## config.mk

```make
export PLATFORM = sky130hd
export DESIGN_NAME = pixel_format_converter
export DESIGN_NICKNAME = d
export VERILOG_FILES = /design/src/hdl/pfc_pkg.sv /design/src/hdl/pfc_front.sv /design/src/hdl/pfc_queue.sv /design/src/hdl/pfc_back.sv /design/src/hdl/pixel_format_converter.sv
export SDC_FILE = /design/constraint.sdc
export NUM_CORES = 1
export LEC_CHECK = 0
export BUFFER_PORTS_ARGS = -buffer_cell sky130_fd_sc_hd__buf_4
export CAP_MARGIN = 15
export CORE_UTILIZATION = 60
export CTS_BUF_LIST = sky130_fd_sc_hd__clkbuf_8
export DETAILED_ROUTE_END_ITERATION = 8
export HOLD_SLACK_MARGIN = 0.15
export PLACE_DENSITY = 0.77
export SYNTH_ARGS = -nofsm -noshare
export SYNTH_HDL_FRONTEND = slang
export SYNTH_SLANG_ARGS = --single-unit
```

## constraint.sdc

```tcl
create_clock -name i_clk -period 6.7 [get_ports i_clk]
set_clock_uncertainty 0.05 [all_clocks]
set_input_delay 0.67 -clock i_clk [delete_from_list [all_inputs] [get_ports i_clk]]
set_output_delay 0.67 -clock i_clk [all_outputs]
set_load 0.005 [all_outputs]
```

## src/hdl/pfc_pkg.sv

```systemverilog
package pfc_pkg;

    typedef enum logic [3:0] {
        FMT_GRAY1   = 4'd0,
        FMT_GRAY2   = 4'd1,
        FMT_GRAY4   = 4'd2,
        FMT_GRAY8   = 4'd3,
        FMT_RGB565  = 4'd4,
        FMT_RGB888  = 4'd5,
        FMT_ARGB    = 4'd6,
        FMT_RGBA    = 4'd7,
        FMT_ARGB_SW = 4'd8,
        FMT_RGBA_SW = 4'd9
    } t_fmt;

    typedef enum logic [1:0] {
        KIND_CONV = 2'd0,
        KIND_PASS = 2'd1,
        KIND_BAD  = 2'd2
    } t_kind;

    localparam int CFG_IDX_W  = 3;
    localparam int CFG_DATA_W = 8;

    localparam logic [CFG_IDX_W-1:0] REG_SOURCE_FORMAT = 3'd0;
    localparam logic [CFG_IDX_W-1:0] REG_TARGET_FORMAT = 3'd1;
    localparam logic [CFG_IDX_W-1:0] REG_WEIGHT_RED    = 3'd2;
    localparam logic [CFG_IDX_W-1:0] REG_WEIGHT_GREEN  = 3'd3;
    localparam logic [CFG_IDX_W-1:0] REG_WEIGHT_BLUE   = 3'd4;

    localparam t_fmt       RST_SOURCE_FORMAT = FMT_RGB888;
    localparam t_fmt       RST_TARGET_FORMAT = FMT_GRAY8;
    localparam logic [7:0] RST_WEIGHT_RED    = 8'd80;
    localparam logic [7:0] RST_WEIGHT_GREEN  = 8'd144;
    localparam logic [7:0] RST_WEIGHT_BLUE   = 8'd32;

    localparam int QUEUE_DEPTH_DEF = 2;

    typedef struct packed {
        logic [7:0] red;
        logic [7:0] green;
        logic [7:0] blue;
    } t_weights;

    typedef struct packed {
        t_fmt     source;
        t_fmt     target;
        t_weights weights;
    } t_cfg;

    // one classified pixel, as it sits in the queue
    typedef struct packed {
        t_kind       kind;
        t_fmt        target;
        logic [31:0] pixel;
        logic [7:0]  r;
        logic [7:0]  g;
        logic [7:0]  b;
        logic [7:0]  a;
    } t_item;

endpackage

```

## src/hdl/pfc_front.sv

```systemverilog
module pfc_front (
    input  pfc_pkg::t_cfg  i_cfg,
    input  logic           i_start,
    input  logic           i_full,
    input  logic [31:0]    i_pixel_in,
    output logic           o_push,
    output pfc_pkg::t_item o_item
);
    import pfc_pkg::*;

    logic [31:0] p;

    assign p      = i_pixel_in;
    assign o_push = i_start && !i_full;

    always_comb begin
        o_item        = '0;
        o_item.pixel  = p;
        o_item.target = i_cfg.target;
        o_item.a      = 8'hff;

        if (i_cfg.source > FMT_RGBA_SW) begin
            o_item.kind = KIND_BAD;
        end else if (i_cfg.source == i_cfg.target) begin
            o_item.kind = KIND_PASS;
        end else if (i_cfg.target > FMT_RGBA) begin
            o_item.kind = KIND_BAD;
        end else begin
            o_item.kind = KIND_CONV;
        end

        unique case (i_cfg.source)
            FMT_GRAY1: begin
                o_item.r = {8{p[0]}};
                o_item.g = {8{p[0]}};
                o_item.b = {8{p[0]}};
            end
            FMT_GRAY2: begin
                o_item.r = {4{p[1:0]}};
                o_item.g = {4{p[1:0]}};
                o_item.b = {4{p[1:0]}};
            end
            FMT_GRAY4: begin
                o_item.r = {2{p[3:0]}};
                o_item.g = {2{p[3:0]}};
                o_item.b = {2{p[3:0]}};
            end
            FMT_GRAY8: begin
                o_item.r = p[7:0];
                o_item.g = p[7:0];
                o_item.b = p[7:0];
            end
            FMT_RGB565: begin
                // top bits replicated into the low end of each channel
                o_item.r = {p[15:11], p[15:13]};
                o_item.g = {p[10:5], p[10:9]};
                o_item.b = {p[4:0], p[4:2]};
            end
            FMT_RGB888: begin
                o_item.r = p[23:16];
                o_item.g = p[15:8];
                o_item.b = p[7:0];
            end
            FMT_ARGB: begin
                o_item.a = p[31:24];
                o_item.r = p[23:16];
                o_item.g = p[15:8];
                o_item.b = p[7:0];
            end
            FMT_RGBA: begin
                o_item.r = p[31:24];
                o_item.g = p[23:16];
                o_item.b = p[15:8];
                o_item.a = p[7:0];
            end
            FMT_ARGB_SW: begin
                o_item.b = p[31:24];
                o_item.g = p[23:16];
                o_item.r = p[15:8];
                o_item.a = p[7:0];
            end
            FMT_RGBA_SW: begin
                o_item.a = p[31:24];
                o_item.b = p[23:16];
                o_item.g = p[15:8];
                o_item.r = p[7:0];
            end
            default: begin
                o_item.r = 8'h00;
            end
        endcase
    end

endmodule

```

## src/hdl/pfc_queue.sv

```systemverilog
module pfc_queue #(
    parameter int DEPTH = pfc_pkg::QUEUE_DEPTH_DEF
) (
    input  logic           i_clk,
    input  logic           i_rst_n,
    input  logic           i_push,
    input  pfc_pkg::t_item i_push_item,
    input  logic           i_pop,
    output pfc_pkg::t_item o_head,
    output logic           o_empty,
    output logic           o_full
);
    import pfc_pkg::*;

    localparam int PTR_W = (DEPTH > 1) ? $clog2(DEPTH) : 1;
    localparam int CNT_W = $clog2(DEPTH + 1);

    t_item             r_mem [DEPTH];
    logic [PTR_W-1:0]  r_wr_ptr, n_wr_ptr;
    logic [PTR_W-1:0]  r_rd_ptr, n_rd_ptr;
    logic [CNT_W-1:0]  r_count, n_count;
    logic              do_push, do_pop;

    assign o_empty = (r_count == '0);
    assign o_full  = (r_count == CNT_W'(DEPTH));
    assign do_push = i_push && !o_full;
    assign do_pop  = i_pop && !o_empty;
    assign o_head  = r_mem[r_rd_ptr];

    always_comb begin
        n_wr_ptr = r_wr_ptr;
        n_rd_ptr = r_rd_ptr;
        n_count  = r_count;
        if (do_push) begin
            n_wr_ptr = (r_wr_ptr == PTR_W'(DEPTH - 1)) ? '0 : r_wr_ptr + 1'b1;
        end
        if (do_pop) begin
            n_rd_ptr = (r_rd_ptr == PTR_W'(DEPTH - 1)) ? '0 : r_rd_ptr + 1'b1;
        end
        if (do_push && !do_pop) begin
            n_count = r_count + 1'b1;
        end else if (do_pop && !do_push) begin
            n_count = r_count - 1'b1;
        end
    end

    always_ff @(posedge i_clk) begin
        if (!i_rst_n) begin
            r_wr_ptr <= '0;
            r_rd_ptr <= '0;
            r_count  <= '0;
        end else begin
            r_wr_ptr <= n_wr_ptr;
            r_rd_ptr <= n_rd_ptr;
            r_count  <= n_count;
        end
    end

    always_ff @(posedge i_clk) begin
        if (do_push) begin
            r_mem[r_wr_ptr] <= i_push_item;
        end
    end

endmodule

```

## src/hdl/pfc_back.sv

```systemverilog
module pfc_back (
    input  logic              i_clk,
    input  logic              i_rst_n,
    input  pfc_pkg::t_weights i_weights,
    input  logic              i_valid,
    input  pfc_pkg::t_item    i_item,
    output logic              o_done,
    output logic [31:0]       o_pixel_out,
    output logic              o_bad_combination
);
    import pfc_pkg::*;

    // stage 1: weighted channels
    logic        r_s1_valid;
    t_item       r_s1_item;
    logic [15:0] r_prod_r, r_prod_g, r_prod_b;

    // stage 2: luma, packing, output register
    logic [17:0] sum;
    logic [9:0]  y_wide;
    logic [7:0]  y;
    logic [31:0] n_pixel;
    logic        n_bad;
    logic        r_done;
    logic [31:0] r_pixel;
    logic        r_bad;

    always_ff @(posedge i_clk) begin
        if (!i_rst_n) begin
            r_s1_valid <= 1'b0;
        end else begin
            r_s1_valid <= i_valid;
        end
    end

    always_ff @(posedge i_clk) begin
        r_s1_item <= i_item;
        r_prod_r  <= i_weights.red * i_item.r;
        r_prod_g  <= i_weights.green * i_item.g;
        r_prod_b  <= i_weights.blue * i_item.b;
    end

    assign sum    = {2'b00, r_prod_r} + {2'b00, r_prod_g} + {2'b00, r_prod_b};
    assign y_wide = sum[17:8];
    assign y      = (|y_wide[9:8]) ? 8'hff : y_wide[7:0];

    always_comb begin
        n_pixel = '0;
        n_bad   = 1'b0;
        unique case (r_s1_item.kind)
            KIND_PASS: begin
                n_pixel = r_s1_item.pixel;
            end
            KIND_BAD: begin
                n_bad = 1'b1;
            end
            KIND_CONV: begin
                unique case (r_s1_item.target)
                    FMT_GRAY1:  n_pixel = {31'd0, y[7]};
                    FMT_GRAY2:  n_pixel = {30'd0, y[7:6]};
                    FMT_GRAY4:  n_pixel = {28'd0, y[7:4]};
                    FMT_GRAY8:  n_pixel = {24'd0, y};
                    FMT_RGB565: n_pixel = {16'd0, r_s1_item.r[7:3],
                                           r_s1_item.g[7:2], r_s1_item.b[7:3]};
                    FMT_ARGB:   n_pixel = {r_s1_item.a, r_s1_item.r,
                                           r_s1_item.g, r_s1_item.b};
                    FMT_RGB888: n_pixel = {8'd0, r_s1_item.r,
                                           r_s1_item.g, r_s1_item.b};
                    default:    n_pixel = {r_s1_item.r, r_s1_item.g,
                                           r_s1_item.b, r_s1_item.a};
                endcase
            end
            default: begin
                n_bad = 1'b1;
            end
        endcase
    end

    always_ff @(posedge i_clk) begin
        if (!i_rst_n) begin
            r_done <= 1'b0;
        end else begin
            r_done <= r_s1_valid;
        end
    end

    always_ff @(posedge i_clk) begin
        r_pixel <= n_pixel;
        r_bad   <= n_bad;
    end

    assign o_done            = r_done;
    assign o_pixel_out       = r_pixel;
    assign o_bad_combination = r_done && r_bad;

endmodule

```

## src/hdl/pixel_format_converter.sv

```systemverilog
// Throughput: one pixel per clock cycle, sustained while busy is low; an accepted pixel
//   passes the queue register, the luma multiply stage and the output register before
//   o_done is high with its result, and the queue holds QUEUE_DEPTH items.
// busy is high only while that queue is full; results cannot stall, so it stays low if QUEUE_DEPTH > 1.
// Reset (synchronous, active low) loads the default formats and weights and empties the
//   queue and the back-end pipeline.
module pixel_format_converter #(
    parameter int QUEUE_DEPTH = pfc_pkg::QUEUE_DEPTH_DEF
) (
    input  logic                           i_clk,
    input  logic                           i_rst_n,
    input  logic                           i_cfg_we,
    input  logic [pfc_pkg::CFG_IDX_W-1:0]  i_cfg_index,
    input  logic [pfc_pkg::CFG_DATA_W-1:0] i_cfg_data,
    input  logic                           start,
    output logic                           busy,
    input  logic [31:0]                    i_pixel_in,
    output logic                           o_done,
    output logic [31:0]                    o_pixel_out,
    output logic                           o_bad_combination
);
    import pfc_pkg::*;

    t_cfg  r_cfg;
    logic  push, full, empty;
    t_item front_item, head_item;

    always_ff @(posedge i_clk) begin
        if (!i_rst_n) begin
            r_cfg.source        <= RST_SOURCE_FORMAT;
            r_cfg.target        <= RST_TARGET_FORMAT;
            r_cfg.weights.red   <= RST_WEIGHT_RED;
            r_cfg.weights.green <= RST_WEIGHT_GREEN;
            r_cfg.weights.blue  <= RST_WEIGHT_BLUE;
        end else if (i_cfg_we) begin
            case (i_cfg_index)
                REG_SOURCE_FORMAT: r_cfg.source        <= t_fmt'(i_cfg_data[3:0]);
                REG_TARGET_FORMAT: r_cfg.target        <= t_fmt'(i_cfg_data[3:0]);
                REG_WEIGHT_RED:    r_cfg.weights.red   <= i_cfg_data;
                REG_WEIGHT_GREEN:  r_cfg.weights.green <= i_cfg_data;
                REG_WEIGHT_BLUE:   r_cfg.weights.blue  <= i_cfg_data;
                default: ;
            endcase
        end
    end

    assign busy = full;

    pfc_front u_front (
        .i_cfg      (r_cfg),
        .i_start    (start),
        .i_full     (full),
        .i_pixel_in (i_pixel_in),
        .o_push     (push),
        .o_item     (front_item)
    );

    pfc_queue #(
        .DEPTH (QUEUE_DEPTH)
    ) u_queue (
        .i_clk       (i_clk),
        .i_rst_n     (i_rst_n),
        .i_push      (push),
        .i_push_item (front_item),
        .i_pop       (!empty),
        .o_head      (head_item),
        .o_empty     (empty),
        .o_full      (full)
    );

    pfc_back u_back (
        .i_clk             (i_clk),
        .i_rst_n           (i_rst_n),
        .i_weights         (r_cfg.weights),
        .i_valid           (!empty),
        .i_item            (head_item),
        .o_done            (o_done),
        .o_pixel_out       (o_pixel_out),
        .o_bad_combination (o_bad_combination)
    );

endmodule

```

==> results.json <==
{
  "post-cts-setup-buffers": 0,
  "die_y_um": 179,
  "netlist_instances": 1755,
  "grt_pass1_wl_um": 72700,
  "antenna_found_initial": 3,
  "crit_fanout": 37,
  "ff2ff_setup_slack_ns": 1.30,
  "finalHoldViolCount": 0,
  "timing.critical_path.buf_inv": 3,
  "dp_hpwl_um": 34600,
  "top_layer": "met5",
  "finish.utilization": 0.678,
  "nFillCells": 2337,
  "startpoint_type": "flip-flop",
  "multi_input_area_um2": 9950,
  "hold_path_class": "in -> reg",
  "rsz0062_at_grt": "no",
  "tns_ns": 0,
  "clock.fmax_ghz": 0.185,
  "port_buffers": 81,
  "insertion_delay_ns": 0.61,
  "cp_slowest_stage_delay_ns": 0.52,
  "ys_warn_count": 0,
  "tritoncts": "yes",
  "grt.overflow.total": 0,
  "track_usage": 0.300,
  "dr_wl_met2_um": 21100,
  "setup_violations": 0,
  "synth_flop_cell": "dfxtp_1",
  "grt_max_degree": 72,
  "cellPowerDensity_nw_per_um2": 434,
  "yosysTopAreaCell": "edfxtp_1",
  "register_area_um2": 8010,
  "arrival_ns": 5.89,
  "critPathTopFamily": "adder cells",
  "synth_cell_type_count": 70,
  "cp-end-kind": "flip-flop",
  "cts_root_buffer": "clkbuf_8",
  "ys_seq_elements": 330,
  "synth_area_um2": 18800,
  "start_util": 0.612,
  "synth_seq_area_share": 0.426,
  "cts-resized-gates": 0,
  "violations": "DRC",
  "crit_chain": "buf_4, mux2_2, and2_1, fa_1, inv_1, fa_1, inv_1, fa_1, fa_1, ha_1, o21ai_0, a21boi_0, o21ai_1, a21oi_1, a41o_1, o41ai_1, xnor2_1",
  "reg2reg_to": "u_back.r_prod_b[15]",
  "path_class": "reg -> reg",
  "cap_violations": 0,
  "row_count": 64,
  "power.leakage_nw": 9.10,
  "synth_nets": 2052,
  "ctsHoldBuffers": 0,
  "tightestPinTransition_ns": 0.972,
  "status": "finished with violations",
  "relSlewSlack": 0.347,
  "ys_top_cells_by_count": "nand2_1 (197), dfxtp_1 (190), inv_1 (164)",
  "synthMostInstantiatedCell": "nand2_1",
  "dieArea_um2": 32100,
  "worstSetupPathDepth": 17,
  "worstPathRequired_ns": 7.19,
  "drc_errors": 10,
  "fin_crit_sh": 0.806,
  "area_delta_synth_final_pct": 10.9,
  "period_needed_ns": 5.40,
  "path_clk_slew_ns": 0.06,
  "htree_levels": 2,
  "cpMostUsedCell": "fa_1",
  "first_pass_iters": 9,
  "io-pin-count": 82,
  "final_antenna_net_count": 0,
  "routed_wl_um": 46400,
  "fp.dieW_um": 179,
  "first_iter_violations": 1646,
  "synth_edf_count": 140,
  "worstSetupEndpoint": "u_back.r_prod_b[15]",
  "final_net_count": 2142,
  "ys_top_cells_by_area": "edfxtp_1 (22%), dfxtp_1 (20%), fa_1 (12%), ha_1 (9.4%), mux2_2 (4.3%)",
  "globalplace.congestion": 0.912,
  "clockBufferDepth": 3,
  "core_area_um2": 30700,
  "synth_top_area_share": 0.223,
  "drive_gt1_frac": 0.141,
  "numClockSinks": 330,
  "drv_slew": 0,
  "wl_per_cell_um": 20.3,
  "grt_pass1_vias": 13300,
  "met3WireLength_um": 3900,
  "avgSynthCellArea_um2": 10.7,
  "postSynth.asyncResetShare": 0,
  "m1WireLength_um": 20300,
  "cts_buffers": 54,
  "peakVddDrop_v": 0.000317,
  "route.vias.total": 13500,
  "via_per_inst": 5.90,
  "cp_slowest_cell": "dfxtp_2",
  "r2r_cells": 17
}
==> where the power goes <==
part	switching [mW]	internal (mW)	leakage, nW	total [mW]
sequential	0.261	2.60	2.84	2.86
clock	0.821	0.932	0.647	1.75
combinational	2.65	1.78	5.61	4.43
==> registers in the layout, summed over array words and instances (netlist names), 2 cells and up, named ones only <==
| signal | cells |
|---|---|
| u_queue.r_count | 2 |
| u_back.o_pixel_out | 32 |
| u_back.r_prod_r | 16 |
| u_back.r_s1_item | 70 |
| u_back.r_prod_g | 16 |
| r_cfg | 32 |
| u_queue.r_mem | 140 |
| u_back.r_prod_b | 16 |
==> worst min-delay path by stage <==
stage / start / endpoint / slack (ns) / cells past startpoint
final: i_pixel_in[20] / u_queue.r_mem[1][52] / 0.23 / 1
after global routing: i_pixel_in[20] / u_queue.r_mem[1][52] / 0.21 / 1
after CTS: i_pixel_in[20] / u_queue.r_mem[1][52] / 0.21 / 1
after detailed placement: u_back.r_s1_valid / u_back.o_done / 0.37 / 1
after global placement: u_back.r_s1_valid / u_back.o_done / 0.38 / 1
after floorplan: u_back.r_s1_item[36] / u_back.o_pixel_out[4] / 0.35 / 2
==> per-stage QoR <==
stage	hold WS (ns)	worst slack, ns	power, mW	instances	cell area, µm²
finish	0.233	1.30	9.05	2286	20900
global route	0.209	0.905	9.64	2286	20900
CTS	0.211	1.29	9.06	2284	20900
detailed placement	0.373	1.32	7.28	2184	19700
global placement	0.378	1.42	7.22	2184	19700
floorplan	0.351	1.51	5.92	1755	18800
==> logic make-up after synthesis <==
logic type | share of synthesized area
XOR/XNOR | 0.0265
adder cells (fa/ha/maj) | 0.210
flip-flops | 0.426
multiplexers | 0.0470
AO/OA/AOI/OAI | 0.108
buffers and inverters | 0.0464
AND/OR/NAND/NOR | 0.136
==> layout make-up <==
| type | instances | share of cell area |
|---|---|---|
| Clock buffer | 62 | 0.0409 |
| Clock inverter | 38 | 0.0119 |
| Tap cell | 396 | 0.0238 |
| Antenna cell | 1 | 0.000120 |
| Inverter | 164 | 0.0295 |
| Timing Repair Buffer | 92 | 0.0331 |
| Multi-Input combinational cell | 1203 | 0.477 |
| Sequential cell | 330 | 0.384 |
==> routing by layer <==
| metal | up-vias | GRT usage |
|---|---|---|
| li1 | 6253 | - |
| met1 | 6546 | 0.431 |
| met2 | 606 | 0.464 |
| met3 | 88 | 0.0481 |
| met4 | 2 | 0.0971 |
| met5 | - | 0 |
==> worst reg2reg max path, delay by kind of cell, from the launching register on <==
kind	cells	cell delay [ns]
adders and majority gates	5	2.09
AOI/OAI and AO/OA	6	1.16
buffers and inverters	3	0.67
DFF	1	0.52
muxes	1	0.48
and+or+nand+nor	1	0.21
xor gates and xnor gates	1	0.16
==> layout by cell type (no fill, tap or decap), types with 11 or more instances in the layout <==
cell      Yosys  routed
nand3_1      33      33
nor2b_1      20      20
a222oi_1     21      21
a221o_1      25      25
ha_1        141     141
and2_1      123     123
edfxtp_1    140     140
a22oi_1      33      33
xnor2_1      45      45
a21boi_0     26      26
buf_4         0      92
nand2_1     197     197
dfxtp_1     190     189
mux2_2       71      71
o21ai_0      50      50
inv_1       164     188
nor3_1       18      17
a21oi_1      52      52
nor2_1       90      89
fa_1        109     109
xor2_1       12      12
clkbuf_8      1      62
a31oi_1      11      11
Power figures use the tool's default switching activity.
